[config.mk]
export PLATFORM = sky130hd
export DESIGN_NAME = nmea_ubx_frame_splitter_top
export DESIGN_NICKNAME = d
export VERILOG_FILES = /design/src/nus_pkg.sv /design/src/nus_tracker.sv /design/src/nmea_ubx_frame_splitter_top.sv
export VERILOG_INCLUDE_DIRS = /design/src /design/src/src
export SDC_FILE = /design/constraint.sdc
export NUM_CORES = 1
export LEC_CHECK = 0
export BUFFER_PORTS_ARGS = -buffer_cell sky130_fd_sc_hd__buf_4
export CAP_MARGIN = 0
export CORE_MARGIN = 4
export CORE_UTILIZATION = 60
export CTS_CLUSTER_SIZE = 25
export DETAILED_ROUTE_END_ITERATION = 7
export GPL_TIMING_DRIVEN = 0
export PLACE_DENSITY = 0.81
export SYNTH_ARGS = -nofsm -noshare
export SYNTH_HDL_FRONTEND = slang
export SYNTH_SLANG_ARGS = --single-unit
[constraint.sdc]
create_clock -name clk -period 5 [get_ports clk]
set_input_delay 0.25 -clock clk [delete_from_list [all_inputs] [get_ports clk]]
set_output_delay 0.25 -clock clk [all_outputs]
set_load 0.005 [all_outputs]
[src/assert_macros.svh]
// Assertion macros shared by the RTL that checks itself.
// No dependencies; include by bare file name.
`ifndef ASSERT_MACROS_SVH
`define ASSERT_MACROS_SVH

// Same-cycle implication, disabled while reset is held.
`define ASSERT_SAME(label, clk, rst_n, ante, cons, msg) \
  label: assert property (@(posedge clk) disable iff (!rst_n) (ante) |-> (cons)) \
    else $error(msg);

// Next-cycle implication, disabled while reset is held.
`define ASSERT_NEXT(label, clk, rst_n, ante, cons, msg) \
  label: assert property (@(posedge clk) disable iff (!rst_n) (ante) |=> (cons)) \
    else $error(msg);

`endif

[src/nus_pkg.sv]
// Shared types and constants for the NMEA/UBX frame splitter.
// No dependencies; used by nus_tracker and nmea_ubx_frame_splitter_top.
package nus_pkg;

  // UBX framing: length field position and header plus checksum overhead
  localparam logic [16:0] LENGTH_FIELD_OFFSET     = 17'd4;
  localparam logic [16:0] HEADER_AND_CHECKSUM_LEN = 17'd8;

  // Configuration register indexes
  localparam logic [2:0] CFG_NMEA_START  = 3'd0;
  localparam logic [2:0] CFG_NMEA_END    = 3'd1;
  localparam logic [2:0] CFG_UBX_SYNC1   = 3'd2;
  localparam logic [2:0] CFG_UBX_SYNC2   = 3'd3;
  localparam logic [2:0] CFG_LEN_BIG_END = 3'd4;

  // Configuration reset values
  localparam logic [7:0] NMEA_START_RST = 8'd36;
  localparam logic [7:0] NMEA_END_RST   = 8'd10;
  localparam logic [7:0] UBX_SYNC1_RST  = 8'd181;
  localparam logic [7:0] UBX_SYNC2_RST  = 8'd98;

  typedef enum logic [1:0] {
    ST_DISCARD   = 2'd0,
    ST_CAPTURING = 2'd1,
    ST_DONE      = 2'd2
  } status_t;

  typedef enum logic [1:0] {
    PROTO_NONE = 2'd0,
    PROTO_NMEA = 2'd1,
    PROTO_UBX  = 2'd2
  } proto_t;

  typedef struct packed {
    logic [7:0] nmea_start;
    logic [7:0] nmea_end;
    logic [7:0] ubx_sync1;
    logic [7:0] ubx_sync2;
    logic       len_big_end;
  } cfg_t;

  typedef struct packed {
    status_t     status;
    proto_t      proto;
    logic [15:0] plen;
  } tag_t;

endpackage

[src/nus_tracker.sv]
// Frame tracker: phase, UBX byte offset and captured length, plus the tag of each byte.
// Depends on nus_pkg.
module nus_tracker (
  input  logic            clk,
  input  logic            rst_n,
  input  logic            step,
  input  logic [7:0]      rx_byte,
  input  nus_pkg::cfg_t   cfg,
  output nus_pkg::tag_t   tag
);

  typedef enum logic [1:0] {
    PH_IDLE  = 2'd0,
    PH_SYNC2 = 2'd1,
    PH_NMEA  = 2'd2,
    PH_UBX   = 2'd3
  } phase_t;

  phase_t      phase_r, phase_nxt;
  logic [16:0] offset_r, offset_nxt;
  logic [15:0] caplen_r, caplen_nxt;

  logic [15:0] ubx_len;
  logic [16:0] ubx_off_inc;
  logic        ubx_done;
  logic        discard;
  logic        done;

  // UBX byte handling, shared by the second sync byte and the frame body
  always_comb begin
    ubx_len = caplen_r;
    if (offset_r == nus_pkg::LENGTH_FIELD_OFFSET) begin
      if (cfg.len_big_end) ubx_len[15:8] = rx_byte;
      else                 ubx_len[7:0]  = rx_byte;
    end else if (offset_r == nus_pkg::LENGTH_FIELD_OFFSET + 17'd1) begin
      if (cfg.len_big_end) ubx_len[7:0]  = rx_byte;
      else                 ubx_len[15:8] = rx_byte;
    end
    ubx_off_inc = offset_r + 17'd1;
    ubx_done    = (ubx_off_inc == ({1'b0, ubx_len} + nus_pkg::HEADER_AND_CHECKSUM_LEN));
  end

  always_comb begin
    phase_nxt  = phase_r;
    offset_nxt = offset_r;
    caplen_nxt = caplen_r;
    discard    = 1'b0;
    done       = 1'b0;
    tag.proto  = nus_pkg::PROTO_NONE;
    tag.plen   = '0;

    unique case (phase_r)
      PH_IDLE: begin
        if (rx_byte == cfg.nmea_start) begin
          phase_nxt = PH_NMEA;
          if (rx_byte == cfg.nmea_end) begin
            done      = 1'b1;
            tag.proto = nus_pkg::PROTO_NMEA;
          end
        end else if (rx_byte == cfg.ubx_sync1) begin
          phase_nxt  = PH_SYNC2;
          offset_nxt = offset_r + 17'd1;
        end else begin
          discard = 1'b1;
        end
      end
      PH_SYNC2, PH_UBX: begin
        if (phase_r == PH_SYNC2 && rx_byte != cfg.ubx_sync2) begin
          discard = 1'b1;
        end else begin
          phase_nxt  = PH_UBX;
          offset_nxt = ubx_off_inc;
          caplen_nxt = ubx_len;
          if (ubx_done) begin
            done      = 1'b1;
            tag.proto = nus_pkg::PROTO_UBX;
            tag.plen  = ubx_len;
          end
        end
      end
      PH_NMEA: begin
        if (rx_byte == cfg.nmea_start) begin
          discard = 1'b1;
        end else if (rx_byte == cfg.nmea_end) begin
          done      = 1'b1;
          tag.proto = nus_pkg::PROTO_NMEA;
        end
      end
    endcase

    // drop back to idle on discard or completion
    if (discard || done) begin
      phase_nxt  = PH_IDLE;
      offset_nxt = '0;
      caplen_nxt = '0;
    end

    if (discard)   tag.status = nus_pkg::ST_DISCARD;
    else if (done) tag.status = nus_pkg::ST_DONE;
    else           tag.status = nus_pkg::ST_CAPTURING;
  end

  always_ff @(posedge clk) begin
    if (!rst_n) begin
      phase_r  <= PH_IDLE;
      offset_r <= '0;
      caplen_r <= '0;
    end else if (step) begin
      phase_r  <= phase_nxt;
      offset_r <= offset_nxt;
      caplen_r <= caplen_nxt;
    end
  end

endmodule

[src/nmea_ubx_frame_splitter_top.sv]
// Top level of the NMEA/UBX frame splitter: configuration registers, tracker, result register.
// Depends on nus_pkg, nus_tracker and assert_macros.svh.
//
//  channel | direction | handshake            | payload
//  --------+-----------+----------------------+-------------------------------------------
//  in_     | in        | in_valid / in_ready  | in_rx_byte
//  out_    | out       | out_valid / out_ready| out_echo_byte, out_frame_status,
//          |           |                      | out_frame_protocol, out_payload_length
//  cfg_    | in        | cfg_wr_en            | cfg_index, cfg_data
//
// Each item gives exactly one result, in the cycle after it is accepted; one item
// may be accepted every cycle while in_ready is high. The tracker's next-state logic
// (a 17-bit add and compare against the captured length) sits between the state
// registers and the result register. in_ready falls only while a result is held
// with out_ready low. Reset (rst_n, synchronous, active low) loads the configuration
// defaults, returns the tracker to idle and empties the result register.
`include "assert_macros.svh"

module nmea_ubx_frame_splitter_top (
  input  logic        clk,
  input  logic        rst_n,

  input  logic        in_valid,
  output logic        in_ready,
  input  logic [7:0]  in_rx_byte,

  output logic        out_valid,
  input  logic        out_ready,
  output logic [7:0]  out_echo_byte,
  output logic [1:0]  out_frame_status,
  output logic [1:0]  out_frame_protocol,
  output logic [15:0] out_payload_length,

  input  logic        cfg_wr_en,
  input  logic [2:0]  cfg_index,
  input  logic [7:0]  cfg_data
);

  nus_pkg::cfg_t cfg_r;
  nus_pkg::tag_t tag;
  nus_pkg::tag_t tag_r;
  logic [7:0]    echo_r;
  logic          out_valid_r;
  logic          in_accept;

  // Accept a new item whenever the result register is empty or being emptied
  assign in_ready  = !out_valid_r || out_ready;
  assign in_accept = in_valid && in_ready;

  // Configuration registers; writes to indexes beyond the list are dropped
  always_ff @(posedge clk) begin
    if (!rst_n) begin
      cfg_r.nmea_start  <= nus_pkg::NMEA_START_RST;
      cfg_r.nmea_end    <= nus_pkg::NMEA_END_RST;
      cfg_r.ubx_sync1   <= nus_pkg::UBX_SYNC1_RST;
      cfg_r.ubx_sync2   <= nus_pkg::UBX_SYNC2_RST;
      cfg_r.len_big_end <= 1'b0;
    end else if (cfg_wr_en) begin
      unique case (cfg_index)
        nus_pkg::CFG_NMEA_START:  cfg_r.nmea_start  <= cfg_data;
        nus_pkg::CFG_NMEA_END:    cfg_r.nmea_end    <= cfg_data;
        nus_pkg::CFG_UBX_SYNC1:   cfg_r.ubx_sync1   <= cfg_data;
        nus_pkg::CFG_UBX_SYNC2:   cfg_r.ubx_sync2   <= cfg_data;
        nus_pkg::CFG_LEN_BIG_END: cfg_r.len_big_end <= cfg_data[0];
        default: ;
      endcase
    end
  end

  // Tag each accepted byte and advance the frame state
  nus_tracker u_tracker (
    .clk     (clk),
    .rst_n   (rst_n),
    .step    (in_accept),
    .rx_byte (in_rx_byte),
    .cfg     (cfg_r),
    .tag     (tag)
  );

  // Result register: hold until taken, reload on every accepted item
  always_ff @(posedge clk) begin
    if (!rst_n) begin
      out_valid_r <= 1'b0;
    end else if (in_accept) begin
      out_valid_r <= 1'b1;
    end else if (out_ready) begin
      out_valid_r <= 1'b0;
    end
  end

  always_ff @(posedge clk) begin
    if (in_accept) begin
      echo_r <= in_rx_byte;
      tag_r  <= tag;
    end
  end

  assign out_valid          = out_valid_r;
  assign out_echo_byte      = echo_r;
  assign out_frame_status   = tag_r.status;
  assign out_frame_protocol = tag_r.proto;
  assign out_payload_length = tag_r.plen;

  // An accepted item shows up as the next result, byte unchanged
  `ASSERT_NEXT(a_item_to_result, clk, rst_n, in_accept,
               out_valid_r && (echo_r == $past(in_rx_byte)), "accepted item lost")

  // Only a completed frame carries a protocol
  `ASSERT_SAME(a_proto_on_done, clk, rst_n,
               out_valid_r && (tag_r.status != nus_pkg::ST_DONE),
               tag_r.proto == nus_pkg::PROTO_NONE, "protocol set without completion")

  // A payload length is only reported with a completed UBX frame
  `ASSERT_SAME(a_plen_ubx_only, clk, rst_n,
               out_valid_r && (tag_r.proto != nus_pkg::PROTO_UBX),
               tag_r.plen == 16'd0, "payload length outside UBX completion")

endmodule

==> impl_results.md, run 1 <==
- CP cell instances: buf_6 -> or3_1 -> or3_1 -> buf_6 -> nor3_4 -> mux2i_4 -> inv_1 -> ha_4 -> xor2_1 -> xnor2_1 -> xnor2_1 -> or4_4 -> a211oi_2 -> nand4_1 -> o2111a_1 -> or2_1 -> buf_6 -> buf_8 -> a221o_1
- Largest family of logic cells by synthesized area: simple AND/OR/NAND/NOR gates
- Worst hold path endpoint: out_echo_byte[4]
- # diodes: 0
- First-pass GRT wire length: 23750 um
- Worst-margin pin slew: 1361 ps
- Met3 GRT Util: 0.05701
- Compound-Gate Fraction of Synth Area: 0.1490
- Mux cell area share after synthesis: 0.03123
- TritonRoute pass-1 iters: 6
- Final Hold Fails: 0
- Post-detail-place hpwl: 10960 um
- Commonest register cell after synthesis: dfxtp_1
- Tmin final: 4833 ps
- IO Port Bufs: 53
- Period utilisation layout: 0.9665
- Most frequent cells in the layout: nand2_1, dfxtp_1, buf_4
- EDFF count, synth: 28
- CTS Root Cell: clkbuf_8
- Final Setup Violations: 0
- Antenna Violating Nets Remaining: 0
- Gr ovfl total: 0
- Clock-pin transition on the worst setup and hold timing paths: 100 ps
- Unique masters post-synth: 69
- Fin nets: 730
- Hold wc startpoint: in_rx_byte[4]
- GRT Resource Usage Total: 0.2900
- Family with the most delay on the worst path: simple AND/OR/NAND/NOR gates
- Clk sinks: 97
- Max frequency: 206.9 MHz
- Met2 Usage GRT: 0.4603
- Register area share after synthesis: 0.4078
- Setup CP Type: flip-flop to flip-flop
- R2r worst-path depth: 19
- Met1 Resource Use GR: 0.3782
- Reg-to-reg slack, setup: 170 ps
- VDD IR max: 0.1429 mV
- Die height: 103.3 um
- Cts bufs inserted: 9
- CTS max path bufs: 2
- DIE AREA: 10670 um^2
- Die extent in x: 103.3 um
- Worst path max stage delay: 560 ps
- Worst slack at placement: -621.7 ps
- Routed len/inst: 18.53 um
- Hold Path Stages: 1
- Area delta synth->final: 14.97%
- 1st-iter DRT viols: 525
- Worst setup margin: 167.3 ps
- Max cap viols: 0
- Num rows: 34
- Aggregate routed wire length: 15100 um
- Crit path capture type: flip-flop
- Xor/xnor share of the synthesized area: 0.1077
- Register bit total from synthesis: 97
- Final hold slack: 59.84 ps
- Adder-Cell Fraction of Synth Area: 0.009185
- Pin count of the biggest net entering global routing: 32
- Critical Path AT: 5090 ps
- Asr flop ratio synth: 0
- Ys Warns: 0
- Initial antenna violation count: 0
- Max stage delay cell, worst path: or4_4
- Mapped Area: 5449 um^2
- Synthesized Nets: 665
- Most common cell after layout, fill and taps aside: nand2_1
- Cell Pwr Density: 248.7 nW/um^2
- Synth Instances: 637
- Worst Path Max Fanout: 10
- Num ports: 54
- Req. time, crit path: 5260 ps
- Simple-gate share of the synthesized area: 0.2480
- Most Crowded Layer GR: met2
- CP bufs+invs: 5
- Worst slew margin: 0.06893
- Core box area: 8763 um^2
- Count of pins over their slew limit: 0
- Synthesized area per cell: 8.554 um^2
- Leakage power: 0.002352 uW
- CTS H-tree depth: 3
- Worst reg2reg path endpoint: u_tracker.offset_r[10]
- DR vias/cell: 6.242
- Hold crit path type: primary input to flip-flop
- CTS tree: done
- Status: finished, final reports clean
- CP dominant cell by count: buf_6
- FF-to-FF Start: u_tracker.offset_r[5]
- Worst skew pair latency: 370 ps
- CP Launch Type: flip-flop
- Routed vias: 5087
- GP Congestion: 0.9964
- Vias in the first global route: 4779
- Clk_skew: 16.08 ps
- # DRC: 0
- Initial cell density of the core: 0.6218
- Share of layout cells above drive strength 1: 0.1598
[registers in the layout, indices dropped and copies added, names as in the netlist, 2 cells and up]
| signal | count |
|---|---|
| cfg_r | 33 |
| u_tracker.offset_r | 17 |
| out_payload_length | 16 |
| u_tracker.caplen_r | 16 |
| out_echo_byte | 8 |
| out_frame_protocol | 2 |
| out_frame_status | 2 |
| u_tracker.phase_r | 2 |
[area by class of cell]
type	instances	area, um^2
multi-input combinational	482	3030
buffer	34	167.7
fill	693	2499
tap	108	135.1
inverter	22	82.58
clock inverter	5	41.29
sequential	97	2225
timing repair buffer	56	420.4
clock buffer	11	162.7
[synthesized netlist by cell type (all sizes together), types with 4 or more instances]
cell	instances	area [um^2]
or2	5	31.28
inv	21	78.83
ha	4	50.05
nand3	36	180.2
a221o	8	83.83
a21oi	38	193.9
buf	10	76.32
nor4	13	81.33
xnor2	37	324.1
o22ai	7	43.79
mux2i	17	170.2
and3	9	56.30
edfxtp	28	840.8
nand2	99	371.6
clkbuf	26	97.59
o211ai	4	30.03
nor2	46	172.7
xor2	30	262.8
and2	10	63.82
a211oi	7	57.55
o21ai	22	113.9
or3	4	30.03
dfxtp	69	1381
nor3	14	81.33
nand2b	8	50.05
nor2b	6	37.54
a22o	5	48.80
nand4	15	93.84
[how the worst max path moves through the flow]
stage                                       from                     end  cells after the start  slack (ps)
after floorplan            u_tracker.offset_r[5]  u_tracker.offset_r[10]                     19         410
after global placement    u_tracker.offset_r[12]   u_tracker.offset_r[7]                     17        -600
after detailed placement  u_tracker.offset_r[12]  u_tracker.offset_r[10]                     17        -620
after CTS                  u_tracker.offset_r[2]  u_tracker.offset_r[10]                     18          20
after global routing       u_tracker.offset_r[5]  u_tracker.offset_r[10]                     19         -10
final                      u_tracker.offset_r[5]  u_tracker.offset_r[10]                     19         170
[cells by family after synthesis]
| logic type | after synthesis |
|---|---|
| xor gates and xnor gates | 67 |
| DFF | 97 |
| muxes | 17 |
| adders and majority gates | 4 |
| AOI/OAI and AO/OA | 118 |
| buffers and inverters | 58 |
| and+or+nand+nor | 276 |
[report_power, final]
group,switching (uW),leakage [uW],internal (uW)
combinational,113,0.00141,71.9
sequential,13.2,0.000841,834
clock,295,0.000103,231
total,421,0.00235,1140
[routing by layer]
layer,vias to the layer above,share of wire
met3,52,0.086
met4,0,0.040
met1,2379,0.42
li1,2377,-
met2,279,0.46
met5,-,0
[stage by stage]
stage | util | power, uW | TNS, ps | cells | area (um^2)
floorplan | - | 967.3 | 0 | 637 | 5449
global placement | 0.6826 | 1040 | -15400 | 798 | 5982
finish | 0.7149 | 1558 | 0 | 815 | 6265
detailed placement | 0.6826 | 1044 | -15570 | 798 | 5982
global route | 0.7149 | 1612 | -14.01 | 815 | 6265
CTS | 0.7095 | 1556 | 0 | 815 | 6217
[worst register-to-register path: cells and delay by family, from the launching register on]
| family | cells | cell delay [ps] |
|---|---|---|
| compound gates | 3 | 810 |
| xor+xnor | 3 | 430 |
| fa+ha+maj | 1 | 200 |
| buf+inv | 5 | 680 |
| flops | 1 | 320 |
| mux | 1 | 330 |
| simple gates | 6 | 1950 |
[timing repair]
action	CTS	global route
setup endpoints to repair	46	45
pin swaps	1	3
resized for setup	5	9
buffers inserted	1	2
hold buffers	0	0
Power figures use the tool's default switching activity.
==> inputs of run 2 (changes only) <==
PLACE_DENSITY = 0.8   (was 0.81)
SYNTH_HIERARCHICAL = 1   (was default)
==> run 2 against run 1 <==
Net effect:
- non-clock buffer count rose by 17
- synthesized area rose by 7.4%
- register-to-register slack improved by 50 ps
- global-route usage grew 1.7 points
- via count is 7.4% higher
- first-iteration DRC count decreased by 15%
- power fell by 3.7%
- sequential power is 2% lower
- critical path type unchanged
- critical endpoint is now u_tracker/caplen_r[13]
- highest routed layer unchanged
==> impl_results.md, run 2 <==
- Area leader, netlist: dfxtp_1
- Antenna Violating Nets Remaining: 0 (unchanged)
- Gr ovfl total: 0 (unchanged)
- Leakage power: 0.002513 uW (+6.9%)
- Xor/xnor share of the synthesized area: 0.08916 (-0.01853)
- Core box area: 9371 um^2 (+6.9%)
- Asr flop ratio synth: 0 (unchanged)
- Die height: 106.8 um (+3.3%)
- Area delta synth->final: 15.67%
- Max frequency: 209.1 MHz (+1.1%)
- Family with the most delay on the worst path: simple AND/OR/NAND/NOR gates
- Worst slew margin: 0.4278 (+0.3588)
- CTS max path bufs: 2 (unchanged)
- Clk sinks: 97 (unchanged)
- Yosys top cell area share: 0.2360 (-0.01745)
- Cell Pwr Density: 221.7 nW/um^2 (-11%)
- Cts bufs inserted: 9 (unchanged)
- Vias in the first global route: 5359 (+12%)
- First-pass GRT wire length: 27650 um (+16%)
- Crit path capture type: flip-flop
- Fin cells: 870 (+6.7%)
- Critical Path AT: 5060 ps (-30 ps)
- Commonest register cell after synthesis: dfxtp_1
- Largest family of logic cells by synthesized area: simple AND/OR/NAND/NOR gates
- Ys Warns: 6 (+6)
- Pin count of the biggest net entering global routing: 33 (+3.1%)
- CP Launch Type: flip-flop
- Worst-margin pin slew: 834.5 ps (-526.9 ps)
- Synth Instances: 663 (+4.1%)
- DIE AREA: 11400 um^2 (+6.8%)
- Status: finished, final reports clean
- Compound-Gate Fraction of Synth Area: 0.1621 (+0.01305)
- Worst skew pair latency: 370 ps (about the same)
- Largest register FFs: 33 (unchanged)
- VDD IR max: 0.1441 mV (+0.80%)
- CTS Root Cell: clkbuf_8
- Synthesized area per cell: 8.826 um^2 (+3.2%)
- Hold crit path type: primary input to flip-flop
- IO Port Bufs: 53 (unchanged)
- Worst Path Max Fanout: 9 (-1)
- EDFF count, synth: 28 (unchanged)
- CP bufs+invs: 5 (unchanged)
- Period utilisation layout: 0.9564 (-0.01016)
- Routed vias: 5465 (+7.4%)
- Final Hold Fails: 0 (unchanged)
- Biggest register: cfg_r
- Largest regs: cfg_r x33, u_tracker/offset_r x17
- CP cell instances: buf_2 -> nor4b_4 -> nand4_1 -> buf_6 -> nor2_4 -> mux2i_2 -> inv_1 -> ha_2 -> xor2_1 -> xnor2_1 -> or3_1 -> a2111oi_2 -> or4b_4 -> nor4_4 -> o2111ai_2 -> buf_4 -> nand2_4 -> inv_4 -> a41o_4 -> a32o_1
- Clock-pin transition on the worst setup and hold timing paths: 110 ps (about the same)
- Most frequent cells in the layout: nand2_1, dfxtp_1, buf_4
- Power Total: 1501 uW (-3.7%)
- GP Congestion: 0.9716 (-2.5%)
- Aggregate routed wire length: 17420 um (+15%)
- Filler instances: 782 (+13%)
- Most frequent cells after synthesis: nand2_1, dfxtp_1, mux2i_1
- Synthesized Nets: 691 (+3.9%)
- DR vias/cell: 6.282 (+0.64%)
- RSZ-0062 raised after global routing: false
- Placed insts: 845 (+5.9%)
- Worst setup margin: 218.1 ps (+50.83 ps)
- Die extent in x: 106.8 um (+3.3%)
- Num ports: 54 (unchanged)
- Share of layout cells above drive strength 1: 0.1673 (+0.007511)
- Mux cell area share after synthesis: 0.07205 (+0.04083)
- Most common cell after layout, fill and taps aside: nand2_1
- Initial cell density of the core: 0.6244 (+0.002645)
- Area of the multi-input gates: 3426 um^2 (+13%)
- 1st-iter DRT viols: 448 (-15%)
- Initial antenna violation count: 0 (unchanged)
- CTS H-tree depth: 3 (unchanged)
- Mapped Area: 5852 um^2 (+7.4%)
- FF+latch area: 2225 um^2 (unchanged)
- Setup CP Type: flip-flop to flip-flop
- Unique masters post-synth: 79 (+14%)
- # DRC: 0 (unchanged)
- # diodes: 0 (unchanged)
- Simple-gate share of the synthesized area: 0.2397 (-0.008307)
- GRT Resource Usage Total: 0.3074 (+0.01744)
- Post-detail-place hpwl: 12500 um (+14%)
- Worst slack at placement: -1084 ps (-462.4 ps)
- Req. time, crit path: 5280 ps (+20 ps)
- Adder-Cell Fraction of Synth Area: 0.008552 (-0.0006324)
- CTS tree: done
- Clk_skew: 17.90 ps (+1.815 ps)
- Fin nets: 764 (+4.7%)
- Register area share after synthesis: 0.3797 (-0.02808)
- TritonRoute pass-1 iters: 5 (-1)
- Max stage delay cell, worst path: or4b_4
- Routed len/inst: 20.02 um (+8.0%)
- Register bit total from synthesis: 97 (unchanged)
- Ranking of synthesized cells by area: dfxtp_1, edfxtp_1, mux2i_1, xnor2_1, nand2_1
- Final Setup Violations: 0 (unchanged)
- Worst path max stage delay: 560 ps (about the same)
- Num rows: 35 (+2.9%)
- Hold buffer count at cts: 0 (unchanged)
- Count leader, synth: nand2_1
- Max cap viols: 0 (unchanged)
- Count of pins over their slew limit: 0 (unchanged)
- Tmin final: 4782 ps (-50.82 ps)
[run 2: cell type report]
type                            count  share of cell area
Buffer                             44             0.03142
Clock buffer                        9             0.01830
Clock inverter                      7             0.01035
Inverter                           20             0.01146
Multi-Input combinational cell    501              0.5061
Sequential cell                    97              0.3287
Tap cell                          129             0.02384
Timing Repair Buffer               63             0.06987
[run 2: path summary, 6_finish.rpt]
kind                                            start                     end  slack (ps)  cells after the start
worst min-delay path                    in_rx_byte[0]        out_echo_byte[0]          50                      1
worst min register to register  u_tracker/caplen_r[0]   u_tracker/caplen_r[0]         470                      2
worst max register to register  u_tracker/offset_r[4]  u_tracker/caplen_r[13]         220                     20
worst max-delay path            u_tracker/offset_r[4]  u_tracker/caplen_r[13]         220                     20
[run 2: logic make-up (layout without fill, tap and decap cells)]
logic type	Yosys count	after routing
AND/OR/NAND/NOR	259	259
AO/OA/AOI/OAI	138	138
flip-flops	97	97
buffers and inverters	65	143
XOR/XNOR	58	58
multiplexers	42	42
adder cells (fa/ha/maj)	4	4
[run 2: repair_timing]
action                                 4_1_cts  5_1_grt
resized for setup                           15        8
setup endpoints to repair                   54       43
endpoints found under the hold margin        0        0
gates cloned                                 0        0
buffers inserted                             8        2
pin swaps                                    4        6
[run 2: layer usage]
metal,global-route usage,up-vias,wire length (um)
li1,-,2562,-
met5,0,-,0
met3,0.04696,44,1173
met1,0.3847,2596,7169
met4,0.1562,0,672
met2,0.5144,263,8403
[run 2: where the power goes]
group          switching, uW  internal, uW  total (uW)
registers               7.62           827         834
logic                   88.2          60.4         149
clock network            321           197         518
[run 2: stage by stage]
step	TNS, ps	util	cell area, um^2	hold WS (ps)
3_5_place_dp	-51290	0.6841	6411	439.8
2_1_floorplan	0	-	5852	348.9
3_3_place_gp	-44930	0.6841	6411	439.1
6_report	0	0.7223	6769	53.65
4_1_cts	0	0.7174	6723	47.62
5_1_grt	0	0.7223	6769	39.86
